$ cat src/rtl/mfd_pkg.sv
`timescale 1ns / 1ps
// ----------------------------------------------------------------------------
// mfd_pkg: shared definitions for the marker frame deframer
// Byte codes, status codes and the byte-wide CRC-16/ARC update.
// ----------------------------------------------------------------------------
package mfd_pkg;

   localparam logic [7:0]  MARKER_BYTE    = 8'h3E;
   localparam logic [15:0] CRC_POLY_REFL  = 16'hA001;
   localparam logic [15:0] CRC_INIT       = 16'h0000;
   localparam logic [15:0] MAX_PAYLOAD_RST = 16'hFFFF;
   localparam logic [1:0]  MARKER_LAST    = 2'd2;

   typedef enum logic [1:0] {
      STATUS_CRC_OK  = 2'd0,
      STATUS_CRC_BAD = 2'd1,
      STATUS_TOO_LONG = 2'd2
   } status_type;

   // One byte of reflected CRC-16/ARC, LSB first.
   function automatic logic [15:0] crc_arc_byte(input logic [15:0] crc,
                                                input logic [7:0]  data);
      logic [15:0] c;
      c = crc ^ {8'h00, data};
      for (int i = 0; i < 8; i++) begin
         if (c[0]) begin
            c = (c >> 1) ^ CRC_POLY_REFL;
         end else begin
            c = c >> 1;
         end
      end
      return c;
   endfunction

endpackage

$ cat src/rtl/marker_frame_deframer_crc16.sv
`timescale 1ns / 1ps
// ----------------------------------------------------------------------------
// marker_frame_deframer_crc16: marker-framed packet deframer with CRC-16/ARC
//
// Input channel req_*: one received byte per transfer. Bytes are dropped until
// three '>' bytes in a row; then topic, sequence, length (MSB first) and CRC
// (MSB first) are taken, and each payload byte comes out on rsp_* tagged with
// topic and sequence. The last payload byte carries frame_end and the CRC
// status; a zero-length frame gives one status-only result after the header.
// A length above csr_max_payload gives one result with status "too long" as
// soon as the length low byte arrives, and hunting resumes.
// An accepted byte's result is registered in the output register. Throughput:
// one byte per cycle while the receiver takes results; the byte-wide CRC update
// and the header sequencer are both combinational.
// When the receiver stalls, the result holds in the output register and
// req_ready drops until it is taken; req_ready is high whenever that register
// is empty or being emptied in the same cycle.
// Reset (synchronous): hunting, marker count and header fields cleared,
// csr_max_payload set to 65535, no result pending. csr_ready is always high.
// ----------------------------------------------------------------------------
module marker_frame_deframer_crc16 (
   input  logic        clock,
   input  logic        reset,
   input  logic        req_valid,
   output logic        req_ready,
   input  logic [7:0]  req_rx_byte,
   output logic        rsp_valid,
   input  logic        rsp_ready,
   output logic        rsp_data_valid,
   output logic [7:0]  rsp_payload_byte,
   output logic [7:0]  rsp_topic,
   output logic [7:0]  rsp_sequence_res,
   output logic        rsp_frame_end,
   output logic [1:0]  rsp_status,
   input  logic        csr_valid,
   output logic        csr_ready,
   input  logic [15:0] csr_max_payload
);

   typedef enum logic [2:0] {
      PH_HUNT, PH_TOPIC, PH_SEQ, PH_LEN_HI, PH_LEN_LO, PH_CRC_HI, PH_CRC_LO, PH_PAYLOAD
   } phase_type;

   phase_type   phase_ff, phase_in;
   logic [1:0]  marker_ff, marker_in;
   logic [7:0]  topic_ff, topic_in;
   logic [7:0]  seq_ff, seq_in;
   logic [15:0] remain_ff, remain_in;
   logic [15:0] exp_crc_ff, exp_crc_in;
   logic [15:0] crc_ff, crc_in;
   logic [15:0] max_ff;

   logic        rsp_valid_ff;
   logic        dv_ff, fend_ff;
   logic [7:0]  byte_ff, rtopic_ff, rseq_ff;
   logic [1:0]  status_ff;

   logic        accept;
   logic        emit;
   logic        emit_dv, emit_fend;
   logic [1:0]  emit_status;
   logic [15:0] len_full, crc_full, crc_next;

   assign req_ready = !rsp_valid_ff || rsp_ready;
   assign accept    = req_valid && req_ready;
   assign csr_ready = 1'b1;

   assign len_full = {remain_ff[15:8], req_rx_byte};
   assign crc_full = {exp_crc_ff[15:8], req_rx_byte};
   assign crc_next = mfd_pkg::crc_arc_byte(crc_ff, req_rx_byte);

   always_comb begin
      phase_in    = phase_ff;
      marker_in   = marker_ff;
      topic_in    = topic_ff;
      seq_in      = seq_ff;
      remain_in   = remain_ff;
      exp_crc_in  = exp_crc_ff;
      crc_in      = crc_ff;
      emit        = 1'b0;
      emit_dv     = 1'b0;
      emit_fend   = 1'b0;
      emit_status = mfd_pkg::STATUS_CRC_OK;
      unique case (phase_ff)
         PH_HUNT: begin
            if (req_rx_byte == mfd_pkg::MARKER_BYTE) begin
               if (marker_ff == mfd_pkg::MARKER_LAST) begin
                  marker_in = '0;
                  phase_in  = PH_TOPIC;
               end else begin
                  marker_in = marker_ff + 2'd1;
               end
            end else begin
               marker_in = '0;
            end
         end
         PH_TOPIC: begin
            topic_in = req_rx_byte;
            phase_in = PH_SEQ;
         end
         PH_SEQ: begin
            seq_in   = req_rx_byte;
            phase_in = PH_LEN_HI;
         end
         PH_LEN_HI: begin
            remain_in = {req_rx_byte, 8'h00};
            phase_in  = PH_LEN_LO;
         end
         PH_LEN_LO: begin
            remain_in = len_full;
            if (len_full > max_ff) begin
               phase_in    = PH_HUNT;
               marker_in   = '0;
               emit        = 1'b1;
               emit_fend   = 1'b1;
               emit_status = mfd_pkg::STATUS_TOO_LONG;
            end else begin
               phase_in = PH_CRC_HI;
            end
         end
         PH_CRC_HI: begin
            exp_crc_in = {req_rx_byte, 8'h00};
            phase_in   = PH_CRC_LO;
         end
         PH_CRC_LO: begin
            exp_crc_in = crc_full;
            crc_in     = mfd_pkg::CRC_INIT;
            if (remain_ff == '0) begin
               // empty payload: its CRC is the init value
               phase_in    = PH_HUNT;
               marker_in   = '0;
               emit        = 1'b1;
               emit_fend   = 1'b1;
               emit_status = (crc_full == mfd_pkg::CRC_INIT) ? mfd_pkg::STATUS_CRC_OK
                                                             : mfd_pkg::STATUS_CRC_BAD;
            end else begin
               phase_in = PH_PAYLOAD;
            end
         end
         PH_PAYLOAD: begin
            crc_in    = crc_next;
            remain_in = remain_ff - 16'd1;
            emit      = 1'b1;
            emit_dv   = 1'b1;
            if (remain_ff == 16'd1) begin
               phase_in    = PH_HUNT;
               marker_in   = '0;
               emit_fend   = 1'b1;
               emit_status = (crc_next == exp_crc_ff) ? mfd_pkg::STATUS_CRC_OK
                                                      : mfd_pkg::STATUS_CRC_BAD;
            end
         end
         default: begin
            phase_in = PH_HUNT;
         end
      endcase
   end

   always_ff @(posedge clock) begin
      if (reset) begin
         phase_ff     <= PH_HUNT;
         marker_ff    <= '0;
         topic_ff     <= '0;
         seq_ff       <= '0;
         remain_ff    <= '0;
         exp_crc_ff   <= '0;
         crc_ff       <= mfd_pkg::CRC_INIT;
         max_ff       <= mfd_pkg::MAX_PAYLOAD_RST;
         rsp_valid_ff <= 1'b0;
      end else begin
         if (csr_valid) begin
            max_ff <= csr_max_payload;
         end
         if (accept) begin
            phase_ff   <= phase_in;
            marker_ff  <= marker_in;
            topic_ff   <= topic_in;
            seq_ff     <= seq_in;
            remain_ff  <= remain_in;
            exp_crc_ff <= exp_crc_in;
            crc_ff     <= crc_in;
         end
         // load on a producing transfer, clear once the result is taken
         if (accept) begin
            rsp_valid_ff <= emit;
         end else if (rsp_ready) begin
            rsp_valid_ff <= 1'b0;
         end
      end
   end

   always_ff @(posedge clock) begin
      if (accept && emit) begin
         dv_ff     <= emit_dv;
         byte_ff   <= emit_dv ? req_rx_byte : 8'h00;
         rtopic_ff <= topic_in;
         rseq_ff   <= seq_in;
         fend_ff   <= emit_fend;
         status_ff <= emit_status;
      end
   end

   assign rsp_valid        = rsp_valid_ff;
   assign rsp_data_valid   = dv_ff;
   assign rsp_payload_byte = byte_ff;
   assign rsp_topic        = rtopic_ff;
   assign rsp_sequence_res = rseq_ff;
   assign rsp_frame_end    = fend_ff;
   assign rsp_status       = status_ff;

endmodule

$ cat config.mk
export PLATFORM = sky130hd
export DESIGN_NAME = marker_frame_deframer_crc16
export DESIGN_NICKNAME = d
export VERILOG_FILES = /design/src/rtl/mfd_pkg.sv /design/src/rtl/marker_frame_deframer_crc16.sv
export SDC_FILE = /design/constraint.sdc
export NUM_CORES = 1
export LEC_CHECK = 0
export BUFFER_PORTS_ARGS = -buffer_cell sky130_fd_sc_hd__buf_2
export CAP_MARGIN = 20
export CORE_MARGIN = 1
export CORE_UTILIZATION = 58
export DETAILED_ROUTE_END_ITERATION = 6
export GPL_ROUTABILITY_DRIVEN = 0
export GPL_TIMING_DRIVEN = 0
export PLACE_DENSITY = 0.86
export SLEW_MARGIN = 20
export SYNTH_ARGS = -nofsm -noshare
export SYNTH_HDL_FRONTEND = slang
export SYNTH_SLANG_ARGS = --single-unit
$ cat constraint.sdc
create_clock -name clock -period 4.46 [get_ports clock]
set_clock_uncertainty 0.05 [all_clocks]
set_input_delay 0.446 -clock clock [delete_from_list [all_inputs] [get_ports clock]]
set_output_delay 0.446 -clock clock [all_outputs]
set_load 0.02 [all_outputs]
; ---- Word level (Yosys, flattened, before mapping)
; Cells that the tools add are included.
[totals]
output_inout_bits = 31
word_cells = 106
input_bits = 29
reg_bits = 114
[classes]
addsub = 2
eq_ne = 16
bitwise = 11
order_cmp = 1
muxes = 39
reduce_logical = 20
[op_table]
columns = cell, n
row1 = $mux W16, 8
row2 = $pmux W16 S2, 2
row3 = $pmux W16 S3, 1
row4 = $logic_not A16 Y1, 2
row5 = $not A2 Y3, 8
row6 = $pmux W3 S8, 1
row7 = $eq A16 B1 Y1 const B, 1
row8 = $eq A16 B16 Y1, 1
row9 = $gt A16 B16 Y1, 1
row10 = $mux W8, 2
row11 = $sub A16 B1 Y16 const B, 1
row12 = $xor A16 B8 Y16, 1
row13 = $mux W3, 5
row14 = $eq A3 B3 Y1 const B, 4
row15 = $mux W2, 6
row16 = $mux W1, 10
row17 = $ne A2 B2 Y1 const B, 5
row18 = $eq A8 B6 Y1 const B, 1
row19 = $pmux W2 S4, 1
row20 = $reduce_bool A2 Y1, 4
row21 = $eq A3 B2 Y1 const B, 2
row22 = $pmux W1 S3, 2
row23 = $pmux W2 S3, 1
row24 = $reduce_and A2 Y1, 3
row25 = other kinds (13), 16

; ---- Logic depth before layout (Yosys ltp)
; Gate-level depths: netlist of run 1.
[logic_depth]
word_depth = 21
depth_mapped = 10
depth_no_buf = 9

; ---- Worst setup path before layout of run 1
; Ideal clock, no wire load.
[synth_path]
path_kind = register to register
start = register remain_ff[0]
end = register dv_ff, in the netlist rsp_data_valid (enable)
synth_period_minus_slack_ns = 3.525
n_path_buf = 0
required_time_ns = 3.980
slack_ns = 0.935
arrival_time_ns = 3.045
setup_ns = 0.430
path_stages_with_launch = 7
path_cell_list = dfxtp_1 inv_1 ha_1 nor3b_1 nand4_1 or2_0 a31oi_1
[synth_between]
elab_chain_len = 4
[synth_rtl]
columns = element, line
row1 = "start, declared", marker_frame_deframer_crc16.sv:48  ; logic [15:0] remain_ff, remain_in;
row2 = "start signal, assigned", marker_frame_deframer_crc16.sv:179  ; remain_ff <= remain_in;
row3 = $logic_not A16 Y1, marker_frame_deframer_crc16.sv:128  ; if (remain_ff == '0) begin
row4 = $mux W1, marker_frame_deframer_crc16.sv:128
row5 = $pmux W1 S3, marker_frame_deframer_crc16.sv:84  ; unique case (phase_ff)
row6 = $logic_and A1 B1 Y1, marker_frame_deframer_crc16.sv:193  ; if (accept && emit) begin
row7 = "end signal, assigned", marker_frame_deframer_crc16.sv:194  ; dv_ff <= emit_dv;
row8 = "end, declared", marker_frame_deframer_crc16.sv:54  ; logic dv_ff, fend_ff;
; No other way between the ends.
; A chain may end at the register's enable or synchronous reset.

; ---- Worst setup path in the final report of run 1
[layout_path]
start = register remain_ff[0]
end = register rtopic_ff[1], in the netlist rsp_topic[1] (enable)
[layout_between]
elab_chain_len = 4
[layout_rtl]
columns = element, line
row1 = $logic_not A16 Y1, marker_frame_deframer_crc16.sv:128
row2 = $mux W1, marker_frame_deframer_crc16.sv:128
row3 = $pmux W1 S3, marker_frame_deframer_crc16.sv:84
row4 = $logic_and A1 B1 Y1, marker_frame_deframer_crc16.sv:193
row5 = "end signal, assigned", marker_frame_deframer_crc16.sv:196  ; rtopic_ff <= topic_in;
row6 = "end, declared", marker_frame_deframer_crc16.sv:55  ; logic [7:0] byte_ff, rtopic_ff, rseq_ff;
; No other way between the ends.

==> run_results.csv, run 1 <==
group,metric,value,unit
floorplan,coreArea,9370,sq um
synth,seq_area_frac_synth,0.450,
layout,nets,750,
power,vdd_drop_max,261,uV
synth,syn-mean-instance-area,9.08,sq um
setup_path,endpoint_kind,"flop",
sta,slew_headroom,0.432,
sta,rsz0062_at_grt,"false",
power,switching_share,0.231,
synth,yosysTopAreaCell,"dfxtp_1",
clock_network,cts.htree.levels,4,
power,p_seq_frac,0.428,
power,p_int,1.93,mW
detailed_routing,first_pass_iters,7,
clock_network,clkLatencyLatePin,0.53,ns
sta,worst_pin_slew,0.851,ns
synth,synth_area,5690,sq um
grt,grt_pass1_vias,5129,
setup_path,crit_fanout,24,
clock_network,post_cts.repair.setup_buffers,0,
synth,yosysMostFrequentCell,"dfxtp_1",
floorplan,dieArea,10200,sq um
status,status,"finished, final reports clean",
grt,grt_max_degree,25,
clock_network,cts_buffer_depth,2,
grt,grt_usage,0.312,
floorplan,initial_core_util,0.608,
place,place_inst,813,
detailed_routing,wl_per_cell,17.6,microns
setup_path,cp-start-kind,"flop",
synth,syn_nets,674,
layout,antennaDiodeCount,0,
sta,finalSetupViolCount,0,
sta,period_share,0.665,
power,p_switching,582,uW
detailed_routing,dr_total_vias,5116,
job,cap_viol_max_count,0,
grt,grt_pass1_wl,24200,microns
sta,fmax,337,MHz
layout,syn2layout_area_growth,18.0,%
synth,ys_top_cells_by_area,"dfxtp_1 30%, edfxtp_1 15%, nand2_1 5.3%",
synth,synth_seq_cells,114,
worst_hold_path,min_path_type,"input port to flop",
clock_network,cts-buffers-inserted,17,
detailed_routing,via_per_inst,6.05,
sta,fin_setup_tns,0,ns
power,p_leak,2.75,nW
setup_path,required,4.64,ns
clock_network,cts_tree,"yes",
synth,synth_edf_count,28,
layout,layout-drive-gt1-share,0.176,
sta,fin_crit,2.96,ns
sta,drv_slew,0,
clock_network,cts.sinks,114,
layout,utilization,0.717,
power,p_per_area,374,nW/um^2
grt,grt_antenna_before_repair,0,
floorplan,num_io_pins,60,
power,power.share.clock,0.495,
synth,netlist_top_cells_count,"86 x dfxtp_1, 81 x nand2_1, 68 x nor2_1",
clock_network,cts.clk_slew.worst_paths,0.05,ns
detailed_routing,ant_nets,0,
place,dpl.hpwl,10200,microns
floorplan,die_h,101,microns
power,combPwrFrac,0.077,
setup_path,crit_type,"flop to flop",
setup_path,arrival,3.14,ns
synth,synthCells,627,
synth,synth_cell_type_count,58,
place,portBuffers,56,
power,power.total,2.52,mW
synth,synthArstFlopShare,0,
detailed_routing,finalWirelength,14900,microns
sta,finalHoldViolCount,0,
synth,yosysTopAreaCellShare,0.302,
clock_network,cts_resized,0,
synth,synth_ff_type,"dfxtp_1",
detailed_routing,dr.first_iter.drc_count,517,
layout,layout.cells.non_filler,845,
floorplan,num_rows,35,
grt,overflow,0,
clock_network,postCtsHoldBufs,0,
clock_network,cts-root-buf,"clkbuf_8",
floorplan,die_x,101,microns
detailed_routing,drcViolationCount,0,
synth,ys.warnings.count,0,
-- metal layers --
| metal | GRT usage | share of wire | vias to the layer above |
|---|---|---|---|
| met5 | 0 | 0 | - |
| met4 | 0.186 | 0.040 | 0 |
| met3 | 0.0791 | 0.081 | 73 |
| met2 | 0.530 | 0.49 | 291 |
| met1 | 0.353 | 0.38 | 2396 |
| li1 | - | - | 2356 |
-- critical path, cell delays in order, from the launching register on --
cell	delay, ns
dfxtp_1	0.33
inv_1	0.10
ha_1	0.21
nor3b_1	0.72
nand4_1	0.30
or2_0	0.37
a31oi_4	0.35
buf_16	0.22
-- sequential cells by signal (all words and copies together), names as in the netlist --
signal and cells:
crc_ff 16, rsp_topic 8, exp_crc_ff 16, marker_ff 2
seq_ff 8, rsp_status 2, max_ff 16, remain_ff 16
topic_ff 8, rsp_sequence_res 8, rsp_payload_byte 8, rsp_valid 1
rsp_frame_end 1, rsp_data_valid 1, phase_ff 3
-- cell families (layout without fill, tap and decap cells) --
logic type | Yosys count | in the layout | share of synthesized area
AOI/OAI and AO/OA | 137 | 137 | 0.155
and+or+nand+nor | 236 | 236 | 0.193
buffers and inverters | 65 | 154 | 0.0492
DFF | 114 | 114 | 0.450
adders and majority gates | 18 | 18 | 0.0396
muxes | 19 | 19 | 0.0369
xor gates and xnor gates | 37 | 37 | 0.0758
other | 1 | 1 | 0.000659
-- power by group through the flow --
stage	Sequential, mW	Combinational [mW]	Clock [mW]
3_5_place_dp	1.10	0.187	0
6_report	1.08	0.193	1.25
2_1_floorplan	1.10	0.135	0
4_1_cts	1.08	0.192	1.25
5_1_grt	1.08	0.211	1.30
3_3_place_gp	1.10	0.180	0
-- metrics by stage --
stage / hold slack (ns) / setup WS, ns / instance area, sq um
floorplan: 0.384 / 0.935 / 5690
global placement: 0.389 / 0.0829 / 6140
detailed placement: 0.395 / 1.56 / 6180
CTS: 0.0797 / 1.59 / 6720
global route: 0.0901 / 1.38 / 6720
finish: 0.0842 / 1.50 / 6720
-- layout by cell type (no fill, tap or decap), drive strengths merged, types with 3 or more instances in the layout --
cell / netlist / final
dfxtp: 86 / 86
nand2: 81 / 81
nor2: 68 / 68
buf: 9 / 66
clkbuf: 31 / 51
a21oi: 50 / 50
edfxtp: 28 / 28
xnor2: 26 / 26
inv: 24 / 24
nand3: 24 / 24
a22oi: 21 / 21
nor3: 19 / 19
o21ai: 19 / 19
ha: 18 / 18
mux2: 16 / 16
o211ai: 16 / 16
and2: 9 / 9
nand4: 9 / 9
xor2: 9 / 9
clkinv: 1 / 8
a32o: 6 / 6
nor4: 6 / 6
a21o: 5 / 5
nand2b: 4 / 4
a211oi: 4 / 4
and3: 4 / 4
or3: 3 / 3
o21a: 3 / 3
mux2i: 3 / 3
clkinvlp: 0 / 3
nor3b: 3 / 3
-- final timing paths --
check,end,slack (ns),from,cells after the start
max reg2reg,rsp_topic[1]$_DFFE_PP_,1.50,remain_ff[0]$_SDFFE_PP0P_,7
min,max_ff[7]$_SDFFE_PP1P_,0.08,csr_max_payload[7],3
min reg2reg,topic_ff[1]$_SDFFE_PP0P_,0.40,topic_ff[1]$_SDFFE_PP0P_,2
max,rsp_topic[1]$_DFFE_PP_,1.50,remain_ff[0]$_SDFFE_PP0P_,7
-- layout make-up --
| type | count | area [sq um] |
|---|---|---|
| clock inverters | 12 | 116 |
| clock buffers | 20 | 425 |
| flip-flops and latches | 114 | 2560 |
| well taps | 129 | 161 |
| plain buffers | 40 | 186 |
| inverters | 25 | 93.8 |
| fillers | 680 | 2650 |
| repair buffers | 57 | 308 |
| multi-input cells | 448 | 2870 |
No activity file was read; power rests on OpenSTA's default activity.
==> run 2: changes to the inputs <==
==> constraint.sdc (replaced) <==
create_clock -name clock -period 2.9 [get_ports clock]
set_clock_uncertainty 0.05 [all_clocks]
set_input_delay 0.29 -clock clock [delete_from_list [all_inputs] [get_ports clock]]
set_output_delay 0.29 -clock clock [all_outputs]
set_load 0.02 [all_outputs]
==> run_results.csv, run 2 (synthesis gave the netlist of run 1 again) <==
group,metric,value,unit
status,status,"finished, final reports clean",
grt,grt_usage,0.331,
sta,slew_headroom,0.529,
clock_network,cts.htree.levels,4,
sta,fin_setup_tns,0,ns
floorplan,num_rows,35,
detailed_routing,first_pass_iters,7,
place,dpl.hpwl,10300,microns
sta,rsz0062_at_grt,"false",
sta,fin_crit,2.75,ns
clock_network,cts-buffers-inserted,17,
place,portBuffers,56,
detailed_routing,wl_per_cell,18.6,microns
setup_path,regToRegStartpoint,"remain_ff[0]$_SDFFE_PP0P_",
power,p_switching,954,uW
clock_network,clkLatencyLatePin,0.53,ns
sta,period_share,0.947,
place,place_inst,813,
setup_path,arrival,2.93,ns
setup_path,r2r-end,"rsp_topic[0]$_DFFE_PP_",
detailed_routing,dr.first_iter.drc_count,418,
power,combPwrFrac,0.078,
clock_network,cts_tree,"yes",
grt,overflow,0,
worst_hold_path,whs_path_depth,3,
clock_network,cts_buffer_depth,2,
place,place_area,6180,sq um
floorplan,die_h,101,microns
setup_path,reg2reg_depth,7,
floorplan,coreArea,9370,sq um
sta,worst_pin_slew,0.705,ns
floorplan,dieArea,10200,sq um
job,cap_viol_max_count,0,
detailed_routing,finalWirelength,16100,microns
worst_hold_path,min_from,"req_valid",
grt,grt_max_degree,24,
layout,n_fill_cell,637,
power,p_seq_frac,0.408,
setup_path,rrSetupSlack,0.15,ns
sta,worst_hold_slack,0.0772,ns
layout,final_common_cell,"dfxtp_1",
setup_path,endpoint_kind,"flop",
grt,grt_pass1_wl,25700,microns
power,p_int,3.11,mW
detailed_routing,ant_nets,0,
setup_path,crit_type,"flop to flop",
worst_hold_path,holdPathEnd,"rsp_valid$_SDFFE_PP0P_",
clock_network,cts.clk_slew.worst_paths,0.06,ns
setup_path,crit_fanout,23,
power,vdd_drop_max,415,uV
sta,finalSetupViolCount,0,
detailed_routing,dr_total_vias,5257,
detailed_routing,via_per_inst,6.10,
place,preCtsSetupSlack,0.00550,ns
layout,layout-drive-gt1-share,0.176,
setup_path,required,3.09,ns
layout,syn2layout_area_growth,22.0,%
power,p_per_area,585,nW/um^2
layout,layout_common_cells,"86 x dfxtp_1, 81 x nand2_1, 68 x nor2_1",
setup_path,cp-start-kind,"flop",
grt,grt_antenna_before_repair,0,
clock_network,cts.sinks,114,
clock_network,cts-root-buf,"clkbuf_8",
layout,fin_area,6940,sq um
floorplan,die_x,101,microns
worst_hold_path,min_path_type,"input port to flop",
sta,fmax,364,MHz
floorplan,initial_core_util,0.608,
layout,antennaDiodeCount,0,
grt,grt_pass1_vias,5412,
power,power.share.clock,0.514,
power,p_leak,2.84,nW
detailed_routing,drcViolationCount,0,
layout,layout.cells.non_filler,862,
layout,nets,767,
sta,drv_slew,0,
sta,layout_setup_ws,0.154,ns
floorplan,num_io_pins,60,
power,switching_share,0.235,
sta,finalHoldViolCount,0,
==> run 2: cell count changes in the layout (fill, tap and decap cells not counted), sizes merged <==
cell / previous run / this run
inv: 24 / 25
clkbuf: 51 / 49
clkinvlp: 3 / 2
dlygate4sd3: 0 / 17
clkinv: 8 / 9
bufinv: 2 / 3
==> run 2: timing repair <==
action / in CTS / in global routing
hold buffers: 17 / 0
endpoints found under the setup margin: 23 / 0
resized for setup: 1 / 0
endpoints found under the hold margin: 16 / 0
setup buffers: 0 / 0
==> run 2: worst max-delay path by stage <==
stage / cells after the start / slack [ns] / end / startpoint
2_1_floorplan: 6 / 0.03 / rsp_data_valid$_DFFE_PP_ / remain_ff[0]$_SDFFE_PP0P_
3_3_place_gp: 6 / -0.61 / rsp_payload_byte[0]$_SDFFCE_PN0P_ / remain_ff[0]$_SDFFE_PP0P_
3_5_place_dp: 7 / 0.006 / rsp_topic[1]$_DFFE_PP_ / remain_ff[0]$_SDFFE_PP0P_
4_1_cts: 7 / 0.24 / rsp_topic[5]$_DFFE_PP_ / remain_ff[0]$_SDFFE_PP0P_
5_1_grt: 7 / 0.09 / rsp_topic[3]$_DFFE_PP_ / remain_ff[0]$_SDFFE_PP0P_
6_report: 7 / 0.15 / rsp_topic[0]$_DFFE_PP_ / remain_ff[0]$_SDFFE_PP0P_
==> run 2: per-layer routing <==
| metal | vias up | part of all wire | GRT usage |
|---|---|---|---|
| met3 | 77 | 0.083 | 0.0888 |
| met2 | 325 | 0.51 | 0.571 |
| met5 | - | 0 | 0 |
| met1 | 2465 | 0.37 | 0.359 |
| met4 | 0 | 0.039 | 0.211 |
| li1 | 2390 | - | - |
==> run 2: final cells by class <==
class                           count  area [sq um]  share of cell area
Multi-Input combinational cell    448          2870               0.414
Sequential cell                   114          2560               0.369
Timing Repair Buffer               74           478              0.0688
Clock buffer                       18           428              0.0616
Buffer                             40           186              0.0268
Clock inverter                     14           163              0.0234
Tap cell                          129           161              0.0232
Inverter                           25          93.8              0.0135
==> run 2: critical path, stage by stage, from the launching register on <==
cell and delay, ns:
dfxtp_1 0.34, inv_1 0.12, ha_1 0.23, nor3b_2 0.45, nand4_1 0.27, or2_0 0.36
a31oi_4 0.38, buf_16 0.22
==> run 2: power by group through the flow <==
stage / Sequential, mW / Combinational (mW) / Clock [mW]
finish: 1.65 / 0.317 / 2.09
global route: 1.66 / 0.342 / 2.17
CTS: 1.65 / 0.311 / 2.09
global placement: 1.69 / 0.276 / 0
detailed placement: 1.69 / 0.287 / 0
floorplan: 1.69 / 0.208 / 0
==> run 2: per-stage QoR <==
step / util / total power [mW]
floorplan: - / 1.89
global placement: 0.655 / 1.96
detailed placement: 0.659 / 1.97
CTS: 0.741 / 4.05
global route: 0.741 / 4.17
finish: 0.741 / 4.06
==> run 3: changes to the inputs <==
==> constraint.sdc (replaced) <==
create_clock -name clock -period 3 [get_ports clock]
set_clock_uncertainty 0.05 [all_clocks]
set_input_delay 0.3 -clock clock [delete_from_list [all_inputs] [get_ports clock]]
set_output_delay 0.3 -clock clock [all_outputs]
set_load 0.02 [all_outputs]
==> run_results.csv, run 3 (synthesis gave the netlist of run 1 again) <==
group,metric,value,unit
status,status,"finished, final reports clean",
setup_path,critPathLaunch,"remain_ff[0]$_SDFFE_PP0P_",
sta,fmax,365,MHz
clock_network,cts-buffers-inserted,17,
detailed_routing,finalWirelength,16100,microns
setup_path,cp_top_family,"simple AND/OR/NAND/NOR gates",
sta,layout_setup_ws,0.257,ns
layout,antennaDiodeCount,0,
floorplan,num_rows,35,
sta,slew_headroom,0.540,
setup_path,crit_chain,"inv_1, ha_1, nor3b_2, nand4_1, or2_0, a31oi_4, buf_16",
floorplan,dieArea,10200,sq um
floorplan,initial_core_util,0.608,
clock_network,cts-root-buf,"clkbuf_8",
power,switching_share,0.235,
place,place_area,6180,sq um
clock_network,cts.sinks,114,
grt,grt_usage,0.331,
sta,drv_slew,0,
sta,fin_crit,2.74,ns
setup_path,path_buf_inv,2,
setup_path,cp-start-kind,"flop",
detailed_routing,drcViolationCount,0,
sta,finalSetupViolCount,0,
detailed_routing,dr.first_iter.drc_count,537,
sta,worst_pin_slew,0.688,ns
sta,fin_setup_tns,0,ns
grt,grt_antenna_before_repair,0,
job,cap_viol_max_count,0,
power,p_per_area,565,nW/um^2
power,combPwrFrac,0.078,
setup_path,required,3.18,ns
layout,layout.cells.non_filler,862,
place,preCtsSetupSlack,0.106,ns
grt,grt_pass1_vias,5409,
floorplan,num_io_pins,60,
grt,overflow,0,
setup_path,regToRegStartpoint,"remain_ff[0]$_SDFFE_PP0P_",
worst_hold_path,min_path_type,"input port to flop",
place,dpl.hpwl,10300,microns
layout,syn2layout_area_growth,22.0,%
setup_path,endpoint_kind,"flop",
setup_path,arrival,2.93,ns
place,portBuffers,56,
layout,layout-drive-gt1-share,0.176,
clock_network,cts.htree.levels,4,
grt,grt_pass1_wl,25700,microns
worst_hold_path,min_from,"req_valid",
power,p_int,3.00,mW
layout,layout_common_cells,"86 x dfxtp_1, 81 x nand2_1, 68 x nor2_1",
layout,n_fill_cell,637,
setup_path,crit_fanout,23,
power,p_leak,2.84,nW
detailed_routing,first_pass_iters,6,
floorplan,die_x,101,microns
clock_network,clkLatencyLatePin,0.53,ns
floorplan,coreArea,9370,sq um
clock_network,cts_tree,"yes",
setup_path,critPathMaxStageDelay,0.47,ns
layout,fin_area,6940,sq um
detailed_routing,wl_per_cell,18.7,microns
power,p_seq_frac,0.408,
power,vdd_drop_max,402,uV
power,p_switching,923,uW
clock_network,cts.clk_slew.worst_paths,0.06,ns
layout,final_common_cell,"dfxtp_1",
layout,ff_latch_area,2560,sq um
place,place_inst,813,
setup_path,slowest_stage,"nor3b_2",
layout,nets,767,
clock_network,cts_buffer_depth,2,
detailed_routing,dr_total_vias,5270,
sta,period_share,0.914,
grt,grt_max_degree,24,
detailed_routing,via_per_inst,6.11,
floorplan,die_h,101,microns
sta,finalHoldViolCount,0,
detailed_routing,ant_nets,0,
sta,rsz0062_at_grt,"false",
layout,multiInputGateArea,2870,sq um
power,power.share.clock,0.514,
setup_path,crit_type,"flop to flop",
## run 3: routing by layer
layer / track usage / share of wire / wire, microns / up-vias
li1: - / - / - / 2395
met1: 0.358 / 0.37 / 5910 / 2466
met2: 0.571 / 0.51 / 8230 / 327
met3: 0.0888 / 0.081 / 1300 / 82
met4: 0.211 / 0.042 / 674 / 0
met5: 0 / 0 / 0 / -
## run 3: worst paths after layout
| path | endpoint | slack (ns) | cells past startpoint |
|---|---|---|---|
| max reg2reg | rsp_topic[0]$_DFFE_PP_ | 0.26 | 7 |
| min | rsp_valid$_SDFFE_PP0P_ | 0.09 | 3 |
| max | rsp_topic[0]$_DFFE_PP_ | 0.26 | 7 |
| min reg2reg | topic_ff[6]$_SDFFE_PP0P_ | 0.42 | 2 |
## run 3: through the flow
stage / power [mW] / util / hold WS [ns]
final: 3.93 / 0.741 / 0.0902
after global routing: 4.03 / 0.741 / 0.0821
after CTS: 3.92 / 0.740 / 0.0826
after detailed placement: 1.91 / 0.659 / 0.405
after global placement: 1.90 / 0.655 / 0.389
after floorplan: 1.83 / - / 0.378
## run 3: cell type report
type                       instances  area share
multi-input combinational        448       0.414
tap                              129      0.0232
clock buffer                      18      0.0616
buffer                            40      0.0268
inverter                          25      0.0135
sequential                       114       0.369
timing repair buffer              74      0.0688
clock inverter                    14      0.0234
## run 3: worst reg2reg max path, stage by stage (launching register included)
cell	delay, ns
dfxtp_1	0.34
inv_1	0.12
ha_1	0.23
nor3b_2	0.47
nand4_1	0.27
or2_0	0.36
a31oi_4	0.37
buf_16	0.22
## run 3: power groups by stage
| stage | registers, mW | clock network, mW | logic (mW) |
|---|---|---|---|
| after floorplan | 1.63 | 0 | 0.201 |
| after global placement | 1.63 | 0 | 0.267 |
| after detailed placement | 1.63 | 0 | 0.277 |
| after CTS | 1.60 | 2.02 | 0.301 |
| after global routing | 1.60 | 2.10 | 0.330 |
| final | 1.60 | 2.02 | 0.307 |
## run 3: what timing repair did
| item | 4_1_cts | 5_1_grt |
|---|---|---|
| buffers inserted | 0 | 0 |
| resized for setup | 0 | 1 |
| endpoints found under the hold margin | 16 | 0 |
| hold buffers | 17 | 0 |
| setup endpoints to repair | 0 | 23 |
